`src/sv/assert_macros.svh`:
```
// Assertion macros shared by the decoder RTL.
// No dependencies; included by files that carry concurrent assertions.
`ifndef ASSERT_MACROS_SVH
`define ASSERT_MACROS_SVH
`ifndef SYNTH
`define CEH_ASSERT(lbl, clk, rst_n, prop, msg) \
  lbl: assert property (@(posedge clk) disable iff (!rst_n) prop) else $error(msg);
`define CEH_ASSERT_NEXT(lbl, clk, rst_n, pre, post, msg) \
  lbl: assert property (@(posedge clk) disable iff (!rst_n) pre |=> post) else $error(msg);
`else
`define CEH_ASSERT(lbl, clk, rst_n, prop, msg)
`define CEH_ASSERT_NEXT(lbl, clk, rst_n, pre, post, msg)
`endif
`endif

```
`src/sv/ceh_pkg.sv`:
```
// Package for the compressed event header decoder: field phases, codes, job type.
// No dependencies.
`default_nettype none
package ceh_pkg;
  localparam int unsigned NumSaved = 12;
  localparam int unsigned LastCode = 13;

  localparam logic [3:0] PH_FLAGS   = 4'd0;
  localparam logic [3:0] PH_META    = 4'd1;
  localparam logic [3:0] PH_SEQ     = 4'd2;
  localparam logic [3:0] PH_CAPT    = 4'd3;
  localparam logic [3:0] PH_CPU     = 4'd4;
  localparam logic [3:0] PH_THREAD  = 4'd5;
  localparam logic [3:0] PH_STACK   = 4'd6;
  localparam logic [3:0] PH_TIME    = 4'd7;
  localparam logic [3:0] PH_ACT     = 4'd8;
  localparam logic [3:0] PH_REL     = 4'd9;
  localparam logic [3:0] PH_PAYLOAD = 4'd10;

  localparam logic [3:0] CODE_SORTED = 4'd12;
  localparam logic [3:0] CODE_HDR    = 4'd13;

  localparam logic [1:0] ST_OK    = 2'd0;
  localparam logic [1:0] ST_OVF32 = 2'd1;
  localparam logic [1:0] ST_OVF64 = 2'd2;

  localparam logic [6:0] Lim32 = 7'd35;  // 5 groups of 7 bits
  localparam logic [6:0] Lim64 = 7'd70;  // 10 groups of 7 bits

  typedef logic [NumSaved-1:0][63:0] fields_t;

  typedef struct packed {
    logic       is_err;
    logic [3:0] code;
    logic [1:0] status;
    fields_t    fields;
    logic       sorted;
    logic [6:0] hdr;
  } job_t;
endpackage
`default_nettype wire

```
`src/sv/ceh_queue.sv`:
```
// Two-entry job queue between the parser and the result serializer.
// Depends on ceh_pkg and assert_macros.svh.
`default_nettype none
`include "assert_macros.svh"
module ceh_queue (
  input  wire logic          clk_i,
  input  wire logic          rst_ni,
  input  wire logic          push_i,
  input  ceh_pkg::job_t      job_i,
  output logic               full_o,
  output logic               valid_o,
  output ceh_pkg::job_t      job_o,
  input  wire logic          deq_i
);
  ceh_pkg::job_t mem_q [2];
  logic       wr_q, rd_q;
  logic [1:0] cnt_q;

  assign full_o  = cnt_q == 2'd2;
  assign valid_o = cnt_q != 2'd0;
  assign job_o   = mem_q[rd_q];

  always_ff @(posedge clk_i) begin
    if (push_i) mem_q[wr_q] <= job_i;
  end

  always_ff @(posedge clk_i or negedge rst_ni) begin
    if (!rst_ni) begin
      wr_q  <= 1'b0;
      rd_q  <= 1'b0;
      cnt_q <= '0;
    end else begin
      if (push_i) wr_q <= ~wr_q;
      if (deq_i) rd_q <= ~rd_q;
      cnt_q <= cnt_q + {1'b0, push_i} - {1'b0, deq_i};
    end
  end

  `CEH_ASSERT(a_cnt_range, clk_i, rst_ni, cnt_q != 2'd3, "queue count out of range")
  `CEH_ASSERT(a_no_overflow, clk_i, rst_ni, !(push_i && full_o), "push into full queue")
  `CEH_ASSERT(a_no_underflow, clk_i, rst_ni, !(deq_i && !valid_o), "dequeue from empty queue")
endmodule
`default_nettype wire

```
`config.mk`:
```
export PLATFORM = sky130hd
export DESIGN_NAME = ceh_queue
export DESIGN_NICKNAME = d
export VERILOG_FILES = /design/src/sv/ceh_pkg.sv /design/src/sv/ceh_queue.sv
export VERILOG_INCLUDE_DIRS = /design/src /design/src/sv
export SDC_FILE = /design/constraint.sdc
export NUM_CORES = 1
export LEC_CHECK = 0
export ABC_AREA = 0
export BUFFER_PORTS_ARGS = -buffer_cell sky130_fd_sc_hd__buf_2
export CAP_MARGIN = 10
export CORE_AREA = 2 2 619 621
export CTS_BUF_LIST = sky130_fd_sc_hd__clkbuf_4 sky130_fd_sc_hd__clkbuf_8 sky130_fd_sc_hd__clkbuf_16
export DETAILED_ROUTE_END_ITERATION = 8
export DIE_AREA = 0 0 621 623
export PLACE_DENSITY = 0.38
export SYNTH_ARGS = -nofsm -noshare
export SYNTH_HDL_FRONTEND = slang
export SYNTH_SLANG_ARGS = --single-unit
```
`constraint.sdc`:
```
create_clock -name clk_i -period 43.4 [get_ports clk_i]
set_input_delay 8.68 -clock clk_i [delete_from_list [all_inputs] [get_ports clk_i]]
set_output_delay 8.68 -clock clk_i [all_outputs]
set_load 0.005 [all_outputs]
```
==> results.sh <==
export IMPL_grt_ovfl_total=0
export IMPL_cts_tree="built"
export IMPL_cts_buffers_inserted=193
export IMPL_io_pins=1572
export IMPL_synth_common_cells="1,566 x edfxtp_1, 783 x mux2_2, 85 x buf_6"
export IMPL_period_share=0.3402
export IMPL_finClkSkew_ns=0.03203
export IMPL_filler_cell_count=40600
export IMPL_post_cts_resized=0
export IMPL_core_area_um2=380600
export IMPL_cts_sinks=1570
export IMPL_synth_edf_count=1566
export IMPL_p_clk_frac=0.308
export IMPL_maxSlewViolCount=0
export IMPL_synth_xor_area_frac=0.0007243
export IMPL_cp_max_fo=145
export IMPL_p_switching_uw=1618
export IMPL_rsz0062_at_grt="no"
export IMPL_via_count=31560
export IMPL_finalSetupTns_ns=0
export IMPL_synth_top_family_by_area="multiplexers"
export IMPL_outcome="finished clean"
export IMPL_synth_simple_area_share=0.0004390
export IMPL_place_gp_congestion=0.8790
export IMPL_synth_mux_area_frac=0.1547
export IMPL_cts_setup_buffers=0
export IMPL_routed_wl_um=256900
export IMPL_place_ws_ns=29.38
export IMPL_finish_utilization=0.2018
export IMPL_post_route_drc_count=0
export IMPL_worstSetupEndpointType="output port"
export IMPL_dp_hpwl_um=203100
export IMPL_die_x_um=621
export IMPL_synth_fa_ha_area_frac=0.0004390
export IMPL_arrival_ns=6.08
export IMPL_power_density_nw_per_um2=66.89
export IMPL_htree_levels=4
export IMPL_grt_max_degree=146
export IMPL_finalSetupViolations=0
export IMPL_multiInputGateArea_um2=8919
export IMPL_grt_usage=0.1271
export IMPL_critPathLaunchType="flop"
export IMPL_min_period_ns=14.76
export IMPL_syn2layout_area_growth_pct=34.73
export IMPL_clk_latency_ns=0.86
export IMPL_register_area_um2=47130
export IMPL_hold_depth=1
export IMPL_ys_flop_type="edfxtp_1"
export IMPL_combPwrFrac=0.284
export IMPL_hp_start="wr_q"
export IMPL_p_leak_uw=0.02732
export IMPL_synth_compound_area_frac=0
export IMPL_critical_path_class="flop to output port"
export IMPL_syn_cell_area_um2=57010
export IMPL_layout_setup_ws_ns=28.64
export IMPL_drive_gt1_frac=0.6247
export IMPL_cts_hold_buf=0
export IMPL_max_slew_margin=0.2034
export IMPL_start_util=0.1498
export IMPL_synth_top_area_frac=0.8249
export IMPL_wire_per_inst_um=27.35
export IMPL_ys_ff_latch=1570
export IMPL_worstMarginPinSlew_ns=1.195
export IMPL_fmax_mhz=67.74
export IMPL_die_h_um=623
export IMPL_drtIter0Drc=2150
export IMPL_ys_types=12
export IMPL_path_clk_slew_ns=0.06
export IMPL_ff2ff_path_depth=6
export IMPL_crit_required_ns=34.72
export IMPL_syn_avg_cell_area_um2=23.26
export IMPL_seq_area_frac_synth=0.8266
export IMPL_cts_buffer_depth=4
export IMPL_syn_instance_count=2451
export IMPL_hold_path_class="flop to flop"
export IMPL_cp_startpoint="rd_q"
export IMPL_syn_nets=3240
export IMPL_yosysTopAreaCell="edfxtp_1"
export IMPL_maxCapViolations=0
export IMPL_avgViaCountPerCell=3.360
export IMPL_hold_violations=0
export IMPL_grt_pass1_vias=32100
export IMPL_rows=227
export IMPL_antenna_found_initial=272
export IMPL_ys_warn_count=0
export IMPL_power_internal_uw=3520
export IMPL_final_nets=4956
export IMPL_r2r_start="wr_q"
export IMPL_grt_pass1_wl_um=327000
export IMPL_ant_nets=0
export IMPL_worst_ir_drop_vdd_v=0.00004601
export IMPL_post_synth_top_count_cell="edfxtp_1"
export IMPL_seqPwrFrac=0.408
export IMPL_dr_pass1_iters=5
export IMPL_swShare=0.3150
export IMPL_port_buffers=1571
export IMPL_synth_async_sr_flop_share=0.002548
export IMPL_cts_root_buf="clkbuf_16"
export IMPL_synth_area_top_cells="edfxtp_1 82%, mux2_2 15%, buf_6 1.7%"
export IMPL_dieArea_um2=386900
[path summary, 6_finish.rpt]
check	endpoint	slack (ns)
hold / removal	wr_q	0.55
setup reg to reg	mem_q[0][125]	38.45
hold reg to reg	wr_q	0.55
min in group asynchronous	rd_q	7.65
setup / recovery	job_o[696]	28.64
max in group asynchronous	rd_q	35.62
[worst max-delay path, stage by stage (launching register included)]
cell     delay, ns
dfrtp_4       0.94
buf_12        0.57
buf_4         0.87
buf_4         0.78
buf_4         0.86
mux2_2        0.43
buf_2         0.13
[per-stage QoR]
stage	power (uW)	instance area (um^2)	instances	hold slack (ns)
floorplan	3099	57010	2451	0.4731
global placement	3640	70540	9010	0.5348
detailed placement	3642	70540	9010	0.5449
CTS	5269	76720	9357	0.5545
global route	5380	76750	9371	0.5748
finish	5138	76810	9393	0.5512
[placed cells by master (no fill, tap or decap), drive strengths merged]
master / count
and2: 1
buf: 1608
bufinv: 13
clkbuf: 235
clkinv: 83
clkinvlp: 8
dfrtp: 4
diode: 36
edfxtp: 1566
ha: 2
inv: 10
mux2: 783
nor2b: 2
or2: 1
xor2: 2
xor3: 1
[flip-flops by register name (all words and copies together), names as in the netlist]
| register | cells |
|---|---|
| cnt_q | 2 |
| wr_q | 1 |
| mem_q | 1566 |
| rd_q | 1 |
[power by group through the flow]
| stage | Sequential [uW] | Clock (uW) | Combinational [uW] |
|---|---|---|---|
| final | 2090 | 1580 | 1460 |
| after global routing | 2120 | 1700 | 1560 |
| after CTS | 2100 | 1650 | 1520 |
| after detailed placement | 2130 | 0 | 1520 |
| after global placement | 2130 | 0 | 1510 |
| after floorplan | 2350 | 0 | 750 |
[kinds of logic after synthesis]
kind of cell / Yosys count
xor gates and xnor gates: 3
adders and majority gates: 2
buffers and inverters: 89
DFF: 1570
muxes: 783
and+or+nand+nor: 4
[metal layers]
| layer | up-vias | GRT usage | share of wire |
|---|---|---|---|
| li1 | 13370 | - | - |
| met1 | 15920 | 0.1454 | 0.38 |
| met2 | 1506 | 0.2226 | 0.49 |
| met3 | 665 | 0.04524 | 0.086 |
| met4 | 96 | 0.03487 | 0.033 |
| met5 | - | 0 | 0.0023 |
[layout make-up]
cell class                      count  share of cell area
Sequential cell                  1570              0.6136
Multi-Input combinational cell    792              0.1161
Timing Repair Buffer             1608              0.1065
Tap cell                         5038             0.08207
Clock buffer                      235             0.06744
Clock inverter                    112             0.01303
Antenna cell                       36            0.001173
Inverter                            2          0.00009774
(Power assumes the default switching activity.)
