`config.mk`:
```
export PLATFORM = sky130hd
export DESIGN_NAME = ceh_back
export DESIGN_NICKNAME = d
export VERILOG_FILES = /design/src/sv/assert_macros.svh /design/src/sv/ceh_pkg.sv /design/src/sv/ceh_back.sv
export SDC_FILE = /design/constraint.sdc
export NUM_CORES = 1
export LEC_CHECK = 0
export BUFFER_PORTS_ARGS = -buffer_cell sky130_fd_sc_hd__buf_2
export CAP_MARGIN = 20
export CORE_AREA = 2 2 333 335
export DETAILED_ROUTE_END_ITERATION = 8
export DIE_AREA = 0 0 335 337
export GPL_ROUTABILITY_DRIVEN = 0
export HOLD_SLACK_MARGIN = 0.03
export SETUP_SLACK_MARGIN = 0.3
export SYNTH_ARGS = -nofsm -noshare
export SYNTH_HDL_FRONTEND = slang
export SYNTH_SLANG_ARGS = --single-unit
```
`constraint.sdc`:
```
create_clock -name clk_i -period 2.7 [get_ports clk_i]
set_input_delay 0.405 -clock clk_i [delete_from_list [all_inputs] [get_ports clk_i]]
set_output_delay 0.405 -clock clk_i [all_outputs]
set_load 0.005 [all_outputs]
```
`src/sv/assert_macros.svh`:
```
// Assertion macros shared by the decoder RTL.
// No dependencies; included by files that carry concurrent assertions.
`ifndef ASSERT_MACROS_SVH
`define ASSERT_MACROS_SVH
`ifndef SYNTH
`define CEH_ASSERT(lbl, clk, rst_n, prop, msg) \
  lbl: assert property (@(posedge clk) disable iff (!rst_n) prop) else $error(msg);
`define CEH_ASSERT_NEXT(lbl, clk, rst_n, pre, post, msg) \
  lbl: assert property (@(posedge clk) disable iff (!rst_n) pre |=> post) else $error(msg);
`else
`define CEH_ASSERT(lbl, clk, rst_n, prop, msg)
`define CEH_ASSERT_NEXT(lbl, clk, rst_n, pre, post, msg)
`endif
`endif

```
`src/sv/ceh_pkg.sv`:
```
// Package for the compressed event header decoder: field phases, codes, job type.
// No dependencies.
`default_nettype none
package ceh_pkg;
  localparam int unsigned NumSaved = 12;
  localparam int unsigned LastCode = 13;

  localparam logic [3:0] PH_FLAGS   = 4'd0;
  localparam logic [3:0] PH_META    = 4'd1;
  localparam logic [3:0] PH_SEQ     = 4'd2;
  localparam logic [3:0] PH_CAPT    = 4'd3;
  localparam logic [3:0] PH_CPU     = 4'd4;
  localparam logic [3:0] PH_THREAD  = 4'd5;
  localparam logic [3:0] PH_STACK   = 4'd6;
  localparam logic [3:0] PH_TIME    = 4'd7;
  localparam logic [3:0] PH_ACT     = 4'd8;
  localparam logic [3:0] PH_REL     = 4'd9;
  localparam logic [3:0] PH_PAYLOAD = 4'd10;

  localparam logic [3:0] CODE_SORTED = 4'd12;
  localparam logic [3:0] CODE_HDR    = 4'd13;

  localparam logic [1:0] ST_OK    = 2'd0;
  localparam logic [1:0] ST_OVF32 = 2'd1;
  localparam logic [1:0] ST_OVF64 = 2'd2;

  localparam logic [6:0] Lim32 = 7'd35;  // 5 groups of 7 bits
  localparam logic [6:0] Lim64 = 7'd70;  // 10 groups of 7 bits

  typedef logic [NumSaved-1:0][63:0] fields_t;

  typedef struct packed {
    logic       is_err;
    logic [3:0] code;
    logic [1:0] status;
    fields_t    fields;
    logic       sorted;
    logic [6:0] hdr;
  } job_t;
endpackage
`default_nettype wire

```
`src/sv/ceh_back.sv`:
```
// Back end: expands each job into its result sequence behind an output register.
// Depends on ceh_pkg.
`default_nettype none
module ceh_back (
  input  wire logic          clk_i,
  input  wire logic          rst_ni,
  input  wire logic          valid_i,
  input  ceh_pkg::job_t      job_i,
  output logic               deq_o,
  input  wire logic          pop,
  output logic               empty,
  output logic [3:0]         field_code_o,
  output logic [63:0]        field_value_o,
  output logic [1:0]         status_o,
  output logic               last_o
);
  logic        out_valid_q;
  logic [3:0]  idx_q;
  logic        load;
  logic [63:0] val;

  assign empty = !out_valid_q;
  assign load  = valid_i && (!out_valid_q || pop);
  assign deq_o = load && (job_i.is_err || idx_q == ceh_pkg::CODE_HDR);

  always_comb begin
    if (idx_q == ceh_pkg::CODE_HDR)         val = {57'd0, job_i.hdr};
    else if (idx_q == ceh_pkg::CODE_SORTED) val = {63'd0, job_i.sorted};
    else                                    val = job_i.fields[idx_q];
  end

  always_ff @(posedge clk_i) begin
    if (load) begin
      field_code_o  <= job_i.is_err ? job_i.code : idx_q;
      field_value_o <= job_i.is_err ? 64'd0 : val;
      status_o      <= job_i.status;
      last_o        <= job_i.is_err || idx_q == ceh_pkg::CODE_HDR;
    end
  end

  always_ff @(posedge clk_i or negedge rst_ni) begin
    if (!rst_ni) begin
      out_valid_q <= 1'b0;
      idx_q       <= '0;
    end else begin
      if (load) out_valid_q <= 1'b1;
      else if (pop) out_valid_q <= 1'b0;
      if (deq_o) idx_q <= '0;
      else if (load) idx_q <= idx_q + 4'd1;
    end
  end
endmodule
`default_nettype wire

```
==> results by group, run 1 <==
Clock network
  – CTS max path bufs: 2
  – CTS tree: done
  – CTS Root Cell: clkbuf_16
  – H-tree depth: 3
  – Clk pin slew, worst setup/hold paths: 0.08 ns
  – Skew-Pair Late Insertion Delay: 0.41 ns
  – CTS sink cnt: 76
  – CTS buffer count: 9

Logic synthesis
  – Syn Inst Count: 715
  – Prevailing post-synth register cell: edfxtp_1
  – Post-synth EDFFs: 71
  – Mapped Area: 8626 sq um
  – Syn Nets: roughly 1500
  – Ys Warns: 0
  – Ys async rst share: 0.06579
  – Post-Syn Area per Cell: 12.06 sq um
  – Share of the synthesized area in the top cell type: 0.3342
  – Ranking of synthesized cells by area: mux4_2 33%, edfxtp_1 25%, mux2_2 15%
  – Leading area contributor after synthesis: mux4_2
  – Count of cell types in the netlist: 30
  – FF+latch count, synth: 76
  – Sequential area share after synthesis: 0.2617

Routing
  – Initial drt markers: 830
  – Pre-Repair DR Iteration Count: 5
  – Drt via density: ~3.7
  – Residual DRC: 0
  – Avg WL per Cell: 26.48 um
  – Final wirelength: approximately 80 mm
  – DR vias: 11240
  – Antenna-violating nets left: 0

STA
  – Fin Setup TNS: 0 ns
  – Relative slew margins: 0.4734
  – Final setup viols: 0
  – Layout Skew: approximately 0.013 ns
  – Measured slew at the worst slew-check pin: 0.7869 ns
  – Max Slew Vio Count: 0
  – Max Fclk: about 440 MHz
  – Final Hold Viols: 0
  – Setup repair after global routing missed its margin: false
  – Crit path time final: 2.258 ns
  – Crit share post-route: 0.8362

Cells and area
  – Most frequent cells in the layout: 859 x buf_2, 128 x mux4_2, 116 x mux2_2, 71 x edfxtp_1, 65 x nand2_1
  – FF+latch area: 2265 sq um
  – Fin cells: 3017
  – FILL cells: approximately 12000
  – Area growth syn-to-layout: 77.28%
  – Multi-input logic area: 5971 sq um
  – Final Util: 0.1395
  – Share of post-route cells with drive strength above 1: 0.7564
  – Design area: 15290 sq um
  – Final Net Count: between 2000 and 2500
  – Most common cell after layout, fill and taps aside: buf_2

Critical path
  – CP required: 2.30 ns
  – Slowest CP cell: dfrtp_4
  – Worst reg2reg path startpoint: idx_q[1]
  – Sequence of cells on the critical path: clkinvlp_4, ha_1, and3_1, nor2_4, nor2_1, buf_2
  – Top delay family on crit path: flip-flops
  – Crit end category: output port
  – Worst path bufs/invs: 2
  – Critical path class: reg -> out
  – R2R depth: 4
  – Reg2reg setup slack: roughly 0.46 ns
  – CP Depth: 6
  – Largest stage delay on the critical path: 0.45 ns
  – Reg-to-Reg End: field_value_o[49]
  – CP arrival: 1.85 ns
  – Setup crit start kind: flop
  – CP Max Fanout: 6

Min path
  – Hold Path Depth: 1
  – Worst Min Path Start: job_i[776]
  – Hold Path End: status_o[0]
  – HP Class: in -> reg

Place
  – I/O Buffers: 859
  – DP Cell Count: 2971
  – Placement Cell Area: 14850 sq um
  – Post-DP HPWL: 69.65 mm

Power
  – Clock share of power: 0.201
  – Pwr Density: approximately 490 nW/um^2
  – Combinational Power Share: 0.581
  – Switching part of the total: 0.4137
  – P_leak: 0.006325 uW
  – Seq pwr share: 0.218
  – Maximum vdd drop: roughly 0.28 mV
  – Internal: 4358 uW
  – Switching power: 3075 uW

Floorplanning
  – Die H: between 300 and 400 um
  – Rows: 122
  – Starting density of the core: 0.07870
  – I/O pins: 860
  – Chip width: 335 um
  – Core Area: 109600 sq um
  – Die ar.: 112900 sq um

Run status
  – Status: completed

GRT
  – Initial antenna violation count: 92
  – GRT Overall Usage: 0.1347
  – Number of global-route vias before repair: 10960
  – Largest net degree at the start of global routing: 67
  – First-pass GRT wire length: about 100 mm
  – Overflow left after global routing: 0

Flow run
  – Max Cap Violations: 0
through the flow:
step	total power (uW)	hold WS [ns]	setup slack, ns
floorplan	3962	0.1094	0.4996
global placement	6015	0.2294	-0.006103
detailed placement	6011	0.2319	-0.003273
CTS	7633	0.1306	0.3193
global route	7908	0.1442	0.3328
finish	7433	0.1806	0.4422
layer usage:
metal,GRT usage,vias up,share of wire,wire (um)
li1,-,4676,-,-
met1,0.1570,5387,0.39,30980
met2,0.2085,886,0.44,35220
met3,0.07580,214,0.14,10850
met4,0.03845,72,0.029,2282
met5,0.01532,-,0.0071,567
what timing repair did:
action / CTS / global route
hold buffers: 1 / 0
resized for setup: 5 / 2
setup endpoints to repair: 3 / 1
setup buffers: 1 / 1
hold endpoints to repair: 5 / 0
cloned: 0 / 0
worst reg2reg max path, delay by kind of cell (launching register included):
kind	cells	cell delay, ns
flip-flops	1	0.45
multiplexers	1	0.47
AO/OA/AOI/OAI	1	0.16
AND/OR/NAND/NOR	1	0.61
buffers and inverters	1	0.28
Yosys cell counts (3+ instances only):
cell type	count
o21ai_1	6
a22oi_1	6
nor2_1	63
nand2b_1	3
ha_1	3
a21oi_1	6
buf_1	5
mux2i_1	12
clkbuf_1	30
nand2_1	67
buf_2	26
o22ai_1	64
buf_4	11
nand3b_1	3
edfxtp_1	71
buf_6	7
dfrtp_1	5
mux2_2	116
o31ai_1	58
o21ai_0	9
mux4_2	128
nand3_1	4
inv_1	5
how the worst max path moves through the flow:
stage,start,end
final,idx_q[1],deq_o
after detailed placement,idx_q[0],field_value_o[51]
after global routing,idx_q[1],deq_o
after CTS,idx_q[1],deq_o
after global placement,idx_q[0],field_value_o[51]
after floorplan,pop,idx_q[0]
power groups by stage:
| stage | Sequential (uW) | Clock (uW) | Combinational [uW] |
|---|---|---|---|
| 2_1_floorplan | 1620 | 0 | 2350 |
| 3_3_place_gp | 1670 | 0 | 4350 |
| 3_5_place_dp | 1660 | 0 | 4350 |
| 4_1_cts | 1630 | 1610 | 4400 |
| 5_1_grt | 1640 | 1620 | 4650 |
| 6_report | 1620 | 1500 | 4320 |
cell type report:
class	instances	share of cell area
clock buffer	10	0.01563
sequential	76	0.1481
multi-input combinational	554	0.3904
inverter	6	0.002127
tap	1426	0.1167
timing repair buffer	912	0.3180
antenna	27	0.004418
clock inverter	6	0.004664
registers in the layout, summed over array words and instances (netlist names):
register	count
field_code_o	4
field_value_o	64
idx_q	4
last_o	1
out_valid_q	1
status_o	2
cell families (layout without fill, tap and decap cells):
| family | Yosys count | count (layout) | share of synthesized area |
|---|---|---|---|
| AO/OA/AOI/OAI | 151 | 151 | 0.1160 |
| adder cells (fa/ha/maj) | 3 | 3 | 0.004352 |
| other | 0 | 27 | 0 |
| buffers and inverters | 85 | 934 | 0.05164 |
| flip-flops | 76 | 76 | 0.2617 |
| multiplexers | 256 | 256 | 0.4996 |
| AND/OR/NAND/NOR | 144 | 144 | 0.06673 |
Note: power is estimated with default switching activity, not from simulation.
==> run 2, diff against run 1 <==
==> constraint.sdc (replaced) <==
create_clock -name clk_i -period 2.14 [get_ports clk_i]
set_input_delay 0.321 -clock clk_i [delete_from_list [all_inputs] [get_ports clk_i]]
set_output_delay 0.321 -clock clk_i [all_outputs]
set_load 0.005 [all_outputs]
==> run 2 against run 1 <==
  * Clock skew is 0.0063 ns higher
  * Hold slack worse by 0.077 ns
  * Register-to-register slack worse by 0.41 ns
  * Clock power is 25% higher
  * Critical endpoint is now field_value_o[0]
  * Critical path depth is 1 higher
  * First-iteration DRC count is 6.5% higher
  * Largest power group unchanged
  * Flip-flop and latch count stayed put
  * Critical path type is now reg -> reg
==> results by group, run 2 (synthesis results as in run 1) <==
Critical path
  – CP Max Fanout: 7 (+1)
  – Worst path most repeated cell: buf_12
  – CP required: 2.29 ns (about the same)
  – Slowest CP cell: dfrtp_4
  – Worst Setup SP: idx_q[0]
  – R2R depth: 7 (+3)
  – Largest stage delay on the critical path: 0.55 ns (+0.10 ns)
  – Setup crit start kind: flop
  – Top delay family on crit path: buffers and inverters
  – Crit end category: flop
  – CP arrival: 2.24 ns (+0.39 ns)
  – Worst path bufs/invs: 4 (+2)
  – Sequence of cells on the critical path: buf_12, buf_16, buf_12, buf_4, mux4_2, nor2_4, o31ai_2
  – Reg-to-Reg End: field_value_o[0]
  – Critical path class: reg -> reg
  – Reg2reg setup slack: 0.05 ns (-0.41 ns)
  – Worst reg2reg path startpoint: idx_q[0]

GRT
  – GRT Overall Usage: 0.1413 (+0.006668)
  – Largest net degree at the start of global routing: 48 (-28%)
  – Overflow left after global routing: 0 (unchanged)
  – Initial antenna violation count: 100 (+8.7%)
  – Number of global-route vias before repair: 11420 (+4.2%)
  – First-pass GRT wire length: 104.2 mm (+4.2%)

Floorplanning
  – Die ar.: 112900 sq um (unchanged)
  – Starting density of the core: 0.07870 (unchanged)
  – I/O pins: 860 (unchanged)
  – Chip width: 335 um (unchanged)
  – Die H: 337 um (unchanged)
  – Core Area: 109600 sq um (unchanged)
  – Rows: 122 (unchanged)

Flow run
  – Max Cap Violations: 0 (unchanged)

STA
  – Fin Setup TNS: 0 ns (unchanged)
  – Max Fclk: 477.9 MHz
  – Final Hold Viols: 0 (unchanged)
  – Crit share post-route: 0.9778
  – Relative slew margins: 0.5554 (+0.08194)
  – Max Slew Vio Count: 0 (unchanged)
  – WHS: 0.1039 ns (-0.07675 ns)
  – Crit path time final: 2.092 ns
  – Final setup viols: 0 (unchanged)
  – Measured slew at the worst slew-check pin: 0.6645 ns (-0.1225 ns)
  – Setup repair after global routing missed its margin: true
  – Layout Skew: 0.01966 ns (+0.006348 ns)

Place
  – DP Cell Count: 2991 (+0.67%)
  – I/O Buffers: 859 (unchanged)
  – Post-DP HPWL: 71.86 mm (+3.2%)

Cells and area
  – Share of post-route cells with drive strength above 1: 0.8146 (+0.05817)
  – Most frequent cells in the layout: 859 x buf_2, 128 x mux4_2, 114 x mux2_2, 71 x edfxtp_1, 59 x buf_4
  – Most common cell after layout, fill and taps aside: buf_2
  – FF+latch area: 2265 sq um (unchanged)
  – Max reg flops: 64 (unchanged)
  – Final Net Count: 2419 (+3.0%)
  – Fin cells: 3099 (+2.7%)
  – FILL cells: 12350 (-0.86%)
  – Biggest register: field_value_o
  – Multi-input logic area: 6432 sq um (+7.7%)
  – Biggest regs: field_value_o: 64 flops, field_code_o: 4 flops, idx_q: 4 flops
  – Final Util: 0.1544 (+0.01484)
  – Area growth syn-to-layout: 96.14%

Min path
  – Hold Path Depth: 1 (unchanged)
  – Hold Path End: status_o[1]
  – Worst Min Path Start: job_i[777]
  – HP Class: in -> reg

Routing
  – Metal1 wirelength: 31.41 mm (+1.4%)
  – Met2 wire len: 37.49 mm (+6.5%)
  – Antenna-violating nets left: 0 (unchanged)
  – Drt via density: 3.729 (+0.14%)
  – Pre-Repair DR Iteration Count: 5 (unchanged)
  – Top layer in use: met5
  – Initial drt markers: 884 (+6.5%)
  – Residual DRC: 0 (unchanged)
  – DR vias: 11560 (+2.9%)
  – Detail Route met3 WL: 12.04 mm (+11%)
  – Avg WL per Cell: 27.15 um (+2.5%)
  – Final wirelength: 84.15 mm (+5.3%)

Clock network
  – CTS buffer count: 9 (unchanged)
  – CTS tree: done
  – H-tree depth: 3 (unchanged)
  – CTS sink cnt: 76 (unchanged)
  – Clk pin slew, worst setup/hold paths: 0.09 ns (about the same)
  – CTS max path bufs: 2 (unchanged)
  – Skew-Pair Late Insertion Delay: 0.41 ns (about the same)
  – CTS Root Cell: clkbuf_16

Power
  – Internal: 6290 uW (+44%)
  – Switching part of the total: 0.4091 (-0.004622)
  – Clock share of power: 0.176 (-0.025)
  – Seq pwr share: 0.192 (-0.026)
  – Pwr Density: 629.2 nW/um^2 (+29%)
  – Combinational Power Share: 0.631 (+0.050)
  – Maximum vdd drop: 0.3775 mV (+34%)
  – P_leak: 0.007030 uW (+11%)
  – Switching power: 4355 uW (+42%)

Run status
  – Status: completed
-- run 2: cell types whose count changed in the layout (fill, tap and decap cells not counted), sizes merged --
| cell | change |
|---|---|
| clkbuf | +4 |
| clkinv | +1 |
| inv | -1 |
| buf | +66 |
| diode | +12 |
-- run 2: how the worst max path moves through the flow --
stage | slack [ns] | cells past startpoint | endpoint
floorplan | 0.15 | 3 | field_code_o[0]
finish | 0.05 | 7 | field_value_o[0]
CTS | 0.009 | 6 | deq_o
global route | -0.003 | 7 | field_value_o[2]
global placement | -0.30 | 5 | field_value_o[52]
detailed placement | -0.28 | 5 | field_value_o[52]
-- run 2: power groups by stage --
stage | clock [uW] | sequential, uW | combinational [uW]
finish | 1880 | 2050 | 6720
global route | 2030 | 2060 | 7130
CTS | 2030 | 2050 | 6420
detailed placement | 0 | 2080 | 5710
global placement | 0 | 2080 | 5700
floorplan | 0 | 2040 | 2960
-- run 2: routing by layer --
layer	up-vias	GRT usage
met5	-	0.007660
met4	82	0.04551
met3	224	0.08144
met2	923	0.2193
met1	5499	0.1621
li1	4829	-
-- run 2: worst reg2reg max path: cells and delay by family, from the launching register on --
kind / cells / cell delay (ns)
buf+inv: 4 / 0.60
mux: 1 / 0.47
compound gates: 1 / 0.07
flops: 1 / 0.55
simple gates: 1 / 0.15
-- run 2: through the flow --
stage	cell area (sq um)	setup WS (ns)	total power (uW)
after floorplan	8645	0.1498	5002
after global placement	15130	-0.3032	7780
after detailed placement	15130	-0.2838	7791
after CTS	16300	0.008883	10500
after global routing	16870	-0.002588	11230
final	16920	0.04756	10640
-- run 2: cell type report --
cell class | count | share of cell area
diodes | 39 | 0.005768
clock buffers | 10 | 0.01413
inverters | 6 | 0.001923
multi-input cells | 554 | 0.3802
well taps | 1426 | 0.1055
clock inverters | 6 | 0.004215
flip-flops and latches | 76 | 0.1339
repair buffers | 982 | 0.3545
-- run 2: what timing repair did --
item,in CTS,in global routing
hold buffers,1,0
setup endpoints to repair,115,65
pin swaps,12,17
endpoints found under the hold margin,5,0
cloned,6,4
setup buffers,27,15
gates resized for setup,95,69
==> run 3, diff against run 2 <==
--- a/config.mk
+++ b/config.mk
@@ -12,7 +12,7 @@
 export DIE_AREA = 0 0 335 337
 export GPL_ROUTABILITY_DRIVEN = 0
 export HOLD_SLACK_MARGIN = 0.03
-export SETUP_SLACK_MARGIN = 0.3
+export SETUP_SLACK_MARGIN = 0.05
 export SYNTH_ARGS = -nofsm -noshare
 export SYNTH_HDL_FRONTEND = slang
 export SYNTH_SLANG_ARGS = --single-unit
==> run 3 against run 2 <==
  * Cell count shrank 1.6%
  * Critical path depth fell by 1
  * Clock power is 2% lower
  * Routed wire length is 7.0% lower
  * Via count shrank 0.95%
  * Count of clock-buffer cells in the layout fell by 1
  * Utilization shrank 1.0 points
  * Critical endpoint is now field_value_o[20]
==> results by group, run 3 (synthesis results as in run 1) <==
Run status
  – Status: completed

Cells and area
  – Area growth syn-to-layout: 83.06%
  – Max reg flops: 64 (unchanged)
  – Most frequent cells in the layout: 858 x buf_2, 128 x mux4_2, 116 x mux2_2, 71 x edfxtp_1, 61 x o22ai_1
  – Biggest regs: field_value_o: 64 flops, field_code_o: 4 flops, idx_q: 4 flops
  – Biggest register: field_value_o
  – Share of post-route cells with drive strength above 1: 0.7715 (-0.04307)
  – Final Net Count: 2378 (-1.7%)
  – Final Util: 0.1441 (-0.01030)
  – Design area: 15790 sq um (-6.7%)
  – Most common cell after layout, fill and taps aside: buf_2

Critical path
  – Setup crit start kind: flop
  – Crit end category: flop
  – R2R depth: 6 (-1)
  – CP arrival: 2.26 ns (+0.02 ns)
  – CP Max Fanout: 14 (+7)
  – Reg2reg setup slack: 0.03 ns (about the same)
  – Worst reg2reg path startpoint: idx_q[0]
  – Critical path class: reg -> reg
  – CP required: 2.29 ns (about the same)
  – Reg-to-Reg End: field_value_o[20]

Floorplanning
  – I/O pins: 860 (unchanged)
  – Core Area: 109600 sq um (unchanged)
  – Die ar.: 112900 sq um (unchanged)
  – Die H: 337 um (unchanged)
  – Starting density of the core: 0.07870 (unchanged)
  – Chip width: 335 um (unchanged)
  – Rows: 122 (unchanged)

Power
  – Maximum vdd drop: 0.3808 mV (+0.87%)
  – Switching part of the total: 0.4090 (about the same)
  – Clock share of power: 0.189 (+0.013)
  – Pwr Density: 615.3 nW/um^2 (-2.2%)
  – Seq pwr share: 0.209 (+0.017)
  – P_leak: 0.006550 uW (-6.8%)
  – Switching power: 3973 uW (-8.8%)
  – Internal: 5742 uW (-8.7%)
  – Combinational Power Share: 0.601 (-0.030)

STA
  – Max Slew Vio Count: 0 (unchanged)
  – Min setup slack post-route: 0.03313 ns (-0.01443 ns)
  – Max Fclk: 474.6 MHz (-0.69%)
  – Crit share post-route: 0.9845 (+0.006745)
  – Crit path time final: 2.107 ns (+0.01443 ns)
  – Relative slew margins: 0.5895 (+0.03415)
  – Layout Skew: 0.01227 ns (-0.007385 ns)
  – Final setup viols: 0 (unchanged)
  – Final Hold Viols: 0 (unchanged)
  – Setup repair after global routing missed its margin: true
  – WHS: 0.1022 ns (-0.001632 ns)
  – Measured slew at the worst slew-check pin: 0.6157 ns (-0.04878 ns)

GRT
  – Number of global-route vias before repair: 11360 (-0.48%)
  – First-pass GRT wire length: 98.21 mm (-5.7%)
  – GRT Overall Usage: 0.1307 (-0.01061)
  – Initial antenna violation count: 89 (-11%)
  – Largest net degree at the start of global routing: 44 (-8.3%)
  – Overflow left after global routing: 0 (unchanged)

Min path
  – Worst Min Path Start: job_i[777]
  – Hold Path End: status_o[1]
  – HP Class: in -> reg
  – Hold Path Depth: 1 (unchanged)

Routing
  – Residual DRC: 0 (unchanged)
  – Initial drt markers: 781 (-12%)
  – Final wirelength: 78.27 mm (-7.0%)
  – Avg WL per Cell: 25.67 um (-5.5%)
  – Antenna-violating nets left: 0 (unchanged)
  – Pre-Repair DR Iteration Count: 5 (unchanged)
  – DR vias: 11450 (-0.95%)
  – Drt via density: 3.754 (+0.67%)

Clock network
  – CTS Root Cell: clkbuf_16
  – CTS tree: done
  – CTS buffer count: 9 (unchanged)
  – H-tree depth: 3 (unchanged)
  – CTS sink cnt: 76 (unchanged)
  – CTS max path bufs: 2 (unchanged)
  – Skew-Pair Late Insertion Delay: 0.40 ns (about the same)
  – Clk pin slew, worst setup/hold paths: 0.08 ns (about the same)

Flow run
  – Max Cap Violations: 0 (unchanged)

Place
  – I/O Buffers: 859 (unchanged)
  – Worst slack at placement: 0.05115 ns (+0.3349 ns)
  – Placement Cell Area: 15080 sq um (-0.31%)
  – Post-DP HPWL: 67.39 mm (-6.2%)
==> run 3: changes by cell type in the layout (fill, tap and decap cells not counted), moves of 6 or more <==
cell,previous run,this run
buf_8,8,2
nand2_1,44,59
o31ai_2,8,0
buf_12,31,19
o22ai_1,49,61
nor2_1,36,54
buf_16,11,3
o22ai_2,10,3
diode_2,39,30
nor2_2,14,7
nand2_4,11,2
o31ai_1,49,58
buf_4,59,48
nor2_4,13,2
==> run 3: worst max-delay path by stage <==
stage / start / to / cells after the start
floorplan: pop / idx_q[1] / 5
global placement: idx_q[0] / field_value_o[20] / 5
detailed placement: idx_q[0] / field_value_o[20] / 5
CTS: idx_q[0] / field_value_o[23] / 7
global route: idx_q[0] / field_value_o[57] / 6
finish: idx_q[0] / field_value_o[20] / 6
==> run 3: repair_timing <==
action                                  CTS  global route
endpoints found under the hold margin     5             0
buffers inserted                          2             9
hold buffers                              1             0
pin swaps                                 2             6
cloned                                    0             3
resized for setup                        17            25
endpoints found under the setup margin    2            29
==> run 3: area by class of cell <==
class | instances | area [sq um]
Antenna cell | 30 | 75.07
Clock buffer | 9 | 225.2
Clock inverter | 7 | 75.07
Fill cell | 12400 | 93810
Inverter | 6 | 28.78
Multi-Input combinational cell | 554 | 6025
Sequential cell | 76 | 2266
Tap cell | 1426 | 1784
Timing Repair Buffer | 941 | 5311
==> run 3: worst max-delay path: stages, from the launching register on <==
cell	delay, ns
dfrtp_4	0.44
buf_6	0.13
buf_16	0.19
buf_8	0.20
mux4_2	0.60
nor2_2	0.16
o31ai_1	0.10
==> run 3: through the flow <==
stage,setup TNS (ns),std cells,total power (uW)
detailed placement,0,2988,7726
global placement,0,2988,7675
CTS,0,3007,9748
finish,0,3049,9715
global route,-0.004648,3042,10310
floorplan,0,715,4999
==> run 3: per-layer routing <==
layer	routed length, um	part of all wire	up-vias	track usage
li1	-	-	4741	-
met1	29760	0.38	5536	0.1496
met2	34250	0.44	866	0.1998
met3	10720	0.14	232	0.07718
met4	3083	0.039	72	0.04809
met5	460	0.0059	-	0
==> run 3: power groups by stage <==
| stage | combinational (uW) | clock [uW] | sequential, uW |
|---|---|---|---|
| 2_1_floorplan | 2960 | 0 | 2040 |
| 3_3_place_gp | 5610 | 0 | 2070 |
| 3_5_place_dp | 5660 | 0 | 2070 |
| 4_1_cts | 5720 | 1990 | 2040 |
| 5_1_grt | 6250 | 2010 | 2050 |
| 6_report | 5840 | 1840 | 2030 |
